==> config.mk <==
export PLATFORM = sky130hd
export DESIGN_NAME = sorted_insertion_queue_core
export DESIGN_NICKNAME = d
export VERILOG_FILES = /design/src/design/siq_pkg.sv /design/src/design/siq_cell.sv /design/src/design/sorted_insertion_queue_core.sv
export SDC_FILE = /design/constraint.sdc
export NUM_CORES = 1
export LEC_CHECK = 0
export BUFFER_PORTS_ARGS = -buffer_cell sky130_fd_sc_hd__buf_4
export CORE_ASPECT_RATIO = 0.9
export CORE_MARGIN = 2
export CORE_UTILIZATION = 50
export DETAILED_ROUTE_END_ITERATION = 7
export PLACE_DENSITY_LB_ADDON = 0.1
export SYNTH_ARGS = -nofsm -noshare
export SYNTH_HDL_FRONTEND = slang
export SYNTH_SLANG_ARGS = --single-unit
==> constraint.sdc <==
create_clock -name i_clk -period 6.4 [get_ports i_clk]
set_input_delay 0.32 -clock i_clk [delete_from_list [all_inputs] [get_ports i_clk]]
set_output_delay 0.32 -clock i_clk [all_outputs]
set_load 0.05 [all_outputs]
==> src/design/siq_pkg.sv <==
// ----------------------------------------------------------------------------
// siq_pkg: shared types and constants for the sorted insertion queue
// Opcodes, result status codes, field widths and the control bundle that the
// queue front end broadcasts to every storage cell.
// ----------------------------------------------------------------------------
package siq_pkg;

    // fixed field widths
    localparam int unsigned VALUE_W = 32;
    localparam int unsigned COUNT_W = 7;

    // input opcodes
    typedef enum logic {
        OP_PUSH = 1'b0,
        OP_POP  = 1'b1
    } t_opcode;

    // result status codes
    typedef enum logic [1:0] {
        ST_OK    = 2'd0,
        ST_FULL  = 2'd1,
        ST_EMPTY = 2'd2
    } t_status;

    // per-beat command broadcast to all cells
    typedef struct packed {
        logic push;    // push that will be stored (queue not full)
        logic pop;     // pop that will remove the front (queue not empty)
        logic sorted;  // sorted insertion instead of append
    } t_cell_ctrl;

endpackage

==> src/design/siq_cell.sv <==
// ----------------------------------------------------------------------------
// siq_cell: one storage slot of the shift-register queue
// Holds one value. On a push it keeps its value, takes the new value, or takes
// its left neighbor's value; on a pop it takes its right neighbor's value.
// ----------------------------------------------------------------------------
module siq_cell (
    input  logic                                 i_clk,
    input  siq_pkg::t_cell_ctrl                  i_ctrl,
    input  logic                                 i_occupied,
    input  logic signed [siq_pkg::VALUE_W-1:0]   i_value,
    input  logic signed [siq_pkg::VALUE_W-1:0]   i_left_value,
    input  logic signed [siq_pkg::VALUE_W-1:0]   i_right_value,
    input  logic                                 i_left_shift,
    output logic                                 o_shift,
    output logic signed [siq_pkg::VALUE_W-1:0]   o_value
);

    logic signed [siq_pkg::VALUE_W-1:0] r_value;
    logic                               w_greater;
    logic                               w_place;

    // insertion point: first free slot, or in sorted mode first stored entry
    // strictly greater than the new value
    assign w_greater = i_ctrl.sorted && i_occupied && (r_value > i_value);
    assign w_place   = !i_occupied || w_greater;

    // every cell at or past the insertion point moves one place back
    assign o_shift = i_left_shift || w_place;
    assign o_value = r_value;

    // slot update
    always_ff @(posedge i_clk) begin
        if (i_ctrl.push) begin
            if (i_left_shift) begin
                r_value <= i_left_value;
            end else if (w_place) begin
                r_value <= i_value;
            end
        end else if (i_ctrl.pop) begin
            r_value <= i_right_value;
        end
    end

endmodule

==> src/design/sorted_insertion_queue_core.sv <==
// A result beat is registered and appears in the cycle after its input beat is accepted.
// Throughput: one push or pop per cycle; the whole cell row updates in the
// accepting cycle, and a waiting result blocks the input until the cycle in
// which it is taken. Reset (synchronous, active low) empties the queue, clears
// the mode register to first-in first-out and drops the output beat; stored
// values are not cleared, the fill count alone marks which slots hold data.
// ----------------------------------------------------------------------------
// sorted_insertion_queue_core: bounded signed queue, FIFO or sorted insertion
// A row of DEPTH cells stores the entries front first; the front end turns
// each beat into a broadcast push/pop command and tracks the fill count.
// ----------------------------------------------------------------------------
module sorted_insertion_queue_core #(
    parameter int unsigned DEPTH = 8
) (
    input  logic                                 i_clk,
    input  logic                                 i_rst_n,
    // configuration
    input  logic                                 i_cfg_we,
    input  logic                                 i_cfg_data,
    // input channel
    input  logic                                 i_in_valid,
    output logic                                 o_in_ready,
    input  logic                                 i_opcode,
    input  logic signed [siq_pkg::VALUE_W-1:0]   i_value,
    // output channel
    output logic                                 o_out_valid,
    input  logic                                 i_out_ready,
    output logic signed [siq_pkg::VALUE_W-1:0]   o_popped_value,
    output logic [1:0]                           o_status,
    output logic [siq_pkg::COUNT_W-1:0]          o_entry_count
);

    localparam logic [siq_pkg::COUNT_W-1:0] FULL_CNT = siq_pkg::COUNT_W'(DEPTH);

    logic                                r_sorted_mode;
    logic [siq_pkg::COUNT_W-1:0]         r_count;
    logic [siq_pkg::COUNT_W-1:0]         n_count;
    logic                                r_out_valid;
    logic signed [siq_pkg::VALUE_W-1:0]  r_popped;
    logic signed [siq_pkg::VALUE_W-1:0]  n_popped;
    siq_pkg::t_status                    r_status;
    siq_pkg::t_status                    n_status;
    logic [siq_pkg::COUNT_W-1:0]         r_out_count;

    logic                                w_accept;
    logic                                w_full;
    logic                                w_empty;
    siq_pkg::t_cell_ctrl                 w_ctrl;

    logic signed [siq_pkg::VALUE_W-1:0]  w_val   [DEPTH];
    logic                                w_shift [DEPTH];

    // handshake: output register frees up when taken or empty
    assign o_in_ready = !r_out_valid || i_out_ready;
    assign w_accept   = i_in_valid && o_in_ready;
    assign w_full     = (r_count == FULL_CNT);
    assign w_empty    = (r_count == '0);

    // command broadcast to the cell row
    always_comb begin
        w_ctrl.push   = w_accept && (i_opcode == siq_pkg::OP_PUSH) && !w_full;
        w_ctrl.pop    = w_accept && (i_opcode == siq_pkg::OP_POP) && !w_empty;
        w_ctrl.sorted = r_sorted_mode;
    end

    // result and next fill count
    always_comb begin
        n_count  = r_count;
        n_popped = '0;
        n_status = siq_pkg::ST_OK;
        if (i_opcode == siq_pkg::OP_PUSH) begin
            if (w_full) begin
                n_status = siq_pkg::ST_FULL;
            end else begin
                n_count = r_count + 1'b1;
            end
        end else begin
            if (w_empty) begin
                n_status = siq_pkg::ST_EMPTY;
            end else begin
                n_popped = w_val[0];
                n_count  = r_count - 1'b1;
            end
        end
    end

    // cell row
    for (genvar g = 0; g < DEPTH; g++) begin : g_cell
        logic signed [siq_pkg::VALUE_W-1:0] w_left;
        logic signed [siq_pkg::VALUE_W-1:0] w_right;
        logic                               w_left_shift;

        if (g == 0) begin : g_front
            assign w_left       = i_value;
            assign w_left_shift = 1'b0;
        end else begin : g_mid
            assign w_left       = w_val[g-1];
            assign w_left_shift = w_shift[g-1];
        end

        if (g == DEPTH - 1) begin : g_back
            assign w_right = '0;
        end else begin : g_inner
            assign w_right = w_val[g+1];
        end

        siq_cell u_cell (
            .i_clk         (i_clk),
            .i_ctrl        (w_ctrl),
            .i_occupied    (r_count > siq_pkg::COUNT_W'(g)),
            .i_value       (i_value),
            .i_left_value  (w_left),
            .i_right_value (w_right),
            .i_left_shift  (w_left_shift),
            .o_shift       (w_shift[g]),
            .o_value       (w_val[g])
        );
    end

    // mode register and fill count
    always_ff @(posedge i_clk) begin
        if (!i_rst_n) begin
            r_sorted_mode <= 1'b0;
            r_count       <= '0;
        end else begin
            if (i_cfg_we) begin
                r_sorted_mode <= i_cfg_data;
            end
            if (w_accept) begin
                r_count <= n_count;
            end
        end
    end

    // output register
    always_ff @(posedge i_clk) begin
        if (!i_rst_n) begin
            r_out_valid <= 1'b0;
        end else if (w_accept) begin
            r_out_valid <= 1'b1;
        end else if (i_out_ready) begin
            r_out_valid <= 1'b0;
        end
    end

    always_ff @(posedge i_clk) begin
        if (w_accept) begin
            r_popped    <= n_popped;
            r_status    <= n_status;
            r_out_count <= n_count;
        end
    end

    assign o_out_valid    = r_out_valid;
    assign o_popped_value = r_popped;
    assign o_status       = r_status;
    assign o_entry_count  = r_out_count;

    // checks
    a_count_bound: assert property (@(posedge i_clk) disable iff (!i_rst_n)
        r_count <= FULL_CNT)
        else $error("fill count exceeds depth");

    a_push_grows: assert property (@(posedge i_clk) disable iff (!i_rst_n)
        w_ctrl.push |=> r_count == $past(r_count) + 1'b1)
        else $error("stored push did not grow the queue");

    a_pop_front: assert property (@(posedge i_clk) disable iff (!i_rst_n)
        w_ctrl.pop |=> o_popped_value == $past(w_val[0]) && r_status == siq_pkg::ST_OK)
        else $error("pop did not return the front entry");

    a_full_refused: assert property (@(posedge i_clk) disable iff (!i_rst_n)
        w_accept && i_opcode == siq_pkg::OP_PUSH && w_full
        |=> r_status == siq_pkg::ST_FULL && r_count == FULL_CNT)
        else $error("push to full queue not refused");

    a_one_command: assert property (@(posedge i_clk) disable iff (!i_rst_n)
        !(w_ctrl.push && w_ctrl.pop))
        else $error("push and pop broadcast together");

endmodule
==> impl_metrics.json <==
{
  "die-area_sq_um": 43620,
  "power_density_nw_per_um2": 293.6,
  "die_x_um": 219.9,
  "hpwl_um": 48550,
  "clock_latency_ns": 0.57,
  "nets": 2518,
  "syn_area_per_cell_sq_um": 9.555,
  "drt_first_iter_violations": 2097,
  "critPathLaunch": "g_cell[0].u_cell.o_value[15]",
  "layout_min_cycle_time_ns": 5.034,
  "regToRegSetupSlack_ns": 1.37,
  "slew_headroom": 0.1706,
  "synth_cell_types": 70,
  "status": "finished clean",
  "grt_pass1_vias": 17090,
  "r2r_start": "g_cell[0].u_cell.o_value[15]",
  "cts_tree": "yes",
  "drive_above_1_share": 0.08913,
  "start_kind": "flop",
  "synthTopCellsByArea": "edfxtp_1, ha_1, nand2_1",
  "syn_nets": 2495,
  "wl_per_cell_um": 25.97,
  "grt_pass1_wl_um": 107800,
  "slew_viol_final": 0,
  "grt_overflow": 0,
  "first_pass_iters": 5,
  "dr_total_vias": 18310,
  "synthDominantCellAreaShare": 0.4250,
  "setup_tns_ns": 0,
  "ctsResizeCount": 0,
  "syn_area_sq_um": 20980,
  "final_cell_mix": "nand2_1, edfxtp_1, ha_1",
  "clockBufferDepth": 3,
  "p_leak_nw": 9.723,
  "htreeDepth": 2,
  "critPathCaptureType": "flop",
  "yosysSeqAreaShare": 0.4336,
  "rows": 71,
  "drv_cap": 0,
  "synthCells": 2196,
  "hold_violations": 0,
  "track_usage": 0.3338,
  "synth_ff_type": "edfxtp_1",
  "numPortBuffers": 81,
  "rsz0062_at_grt": "no",
  "crit_fanout": 33,
  "wirelength_um": 72520,
  "synth_edf_count": 297,
  "crit_end": "g_cell[1].u_cell.o_value[24]",
  "arrival_ns": 5.23,
  "clkSinkCount": 306,
  "crit_type": "reg -> reg",
  "vdd_drop_max_v": 0.0001956,
  "ys_warn_count": 0,
  "cts_root_buffer": "clkbuf_16",
  "async_reset_ff_frac": 0,
  "antenna_found_initial": 2,
  "syn2layout_area_growth_pct": 11.57,
  "hp-class": "in -> reg",
  "mostFrequentLayoutCell": "nand2_1",
  "ff2ff_path_depth": 11,
  "yosysTopAreaCell": "edfxtp_1",
  "initial_utilization": 0.5047,
  "io-pin-count": 82,
  "core_sq_um": 41570,
  "finalWeightedCongestion": 0.9415,
  "synth-seq-cells": 306,
  "clock.fmax_mhz": 198.6,
  "skew_ns": 0.02375,
  "antenna_left": 0,
  "cts_buffers": 38,
  "grt_max_degree": 173,
  "viasPerCell": 6.558,
  "post-route-drc-count": 0,
  "r2r-end": "g_cell[1].u_cell.o_value[24]",
  "clkTransAtPathRegs_ns": 0.06,
  "finalSetupViolCount": 0,
  "finalCritPeriodShare": 0.7866,
  "required_ns": 6.60,
  "worstHoldStart": "i_cfg_data",
  "chipHeight_um": 198.3,
  "tightest_slew_ns": 1.213,
  "utilization": 0.5631
}
==> per-stage QoR <==
| step | hold slack, ns | instances | cell area, sq um | total power (W) | setup slack, ns |
|---|---|---|---|---|---|
| floorplan | 0.4417 | 2196 | 20980 | 0.003960 | 1.407 |
| global placement | 0.5166 | 2725 | 22230 | 0.004689 | 1.435 |
| detailed placement | 0.5368 | 2725 | 22230 | 0.004741 | 1.387 |
| CTS | 0.004825 | 2791 | 23410 | 0.006837 | 1.571 |
| global route | 0.03015 | 2791 | 23410 | 0.007141 | 1.394 |
| finish | 0.03094 | 2792 | 23410 | 0.006873 | 1.366 |
==> worst max-delay path: stages (launching register included) <==
cell	delay [ns]
edfxtp_1	0.52
ha_1	0.37
nand4_1	0.30
a2111oi_0	1.13
o311ai_1	0.19
o21a_1	0.19
and3_2	0.24
buf_4	0.36
nand2_1	0.18
nor2_1	0.11
nor2_4	0.47
buf_4	0.56
==> metal layers <==
metal,routed length [um],GRT usage,vias up
met4,2311,0.1106,2
met2,30620,0.4832,1003
li1,-,-,8329
met3,7858,0.08402,129
met1,31720,0.4853,8846
met5,10,0,-
==> cell type report <==
type                    instances  area [sq um]
clock inverters                17         107.6
well taps                     547         684.4
multi-input cells            1705         11300
inverters                      53         198.9
fillers                      3726         18160
repair buffers                115         953.4
flip-flops and latches        306          9099
clock buffers                  48          1062
diodes                          1         2.502
==> cells by family (layout without fill, tap and decap cells) <==
kind of cell,after synthesis,in the layout,synth area share
other,0,1,0
muxes,69,69,0.03298
AOI/OAI and AO/OA,512,512,0.1508
buffers and inverters,185,233,0.03536
xor gates and xnor gates,4,4,0.001670
adders and majority gates,260,260,0.1550
DFF,306,306,0.4336
and+or+nand+nor,860,860,0.1905
==> state kept, by name (all words and copies together), names as in the netlist <==
name                   count
g_cell.u_cell.o_value    256
o_entry_count              7
o_out_valid                1
o_popped_value            32
o_status                   2
r_count                    7
r_sorted_mode              1
==> power breakdown <==
part / total [W] / internal, W / leakage, nW / switching, W
Clock: 0.00212 / 0.00121 / 0.583 / 0.000906
Combinational: 0.00202 / 0.000625 / 6.24 / 0.00139
Sequential: 0.00274 / 0.00253 / 2.90 / 0.000212
Total: 0.00687 / 0.00436 / 9.72 / 0.00251
==> worst min path at each step <==
stage	depth (start not counted)	slack (ns)	end
finish	3	0.03	r_sorted_mode
global route	3	0.03	r_sorted_mode
CTS	3	0.005	r_sorted_mode
detailed placement	2	0.54	r_count[6]
global placement	2	0.52	r_count[6]
floorplan	1	0.44	r_count[0]
==> Yosys cell counts, drive strengths merged (39+ instances only) <==
master	count
a21oi	136
a31oi	103
clkbuf	108
edfxtp	297
ha	260
inv	53
mux2i	68
nand2	440
nand4	47
nor2	140
nor3	47
o21ai	105
o31ai	39
or4	68
==> repair_timing <==
| action | in CTS | in global routing |
|---|---|---|
| setup buffers | 0 | 0 |
| hold buffers | 1 | 0 |
| endpoints found under the hold margin | 1 | 0 |
No activity file was read; power rests on OpenSTA's default activity.
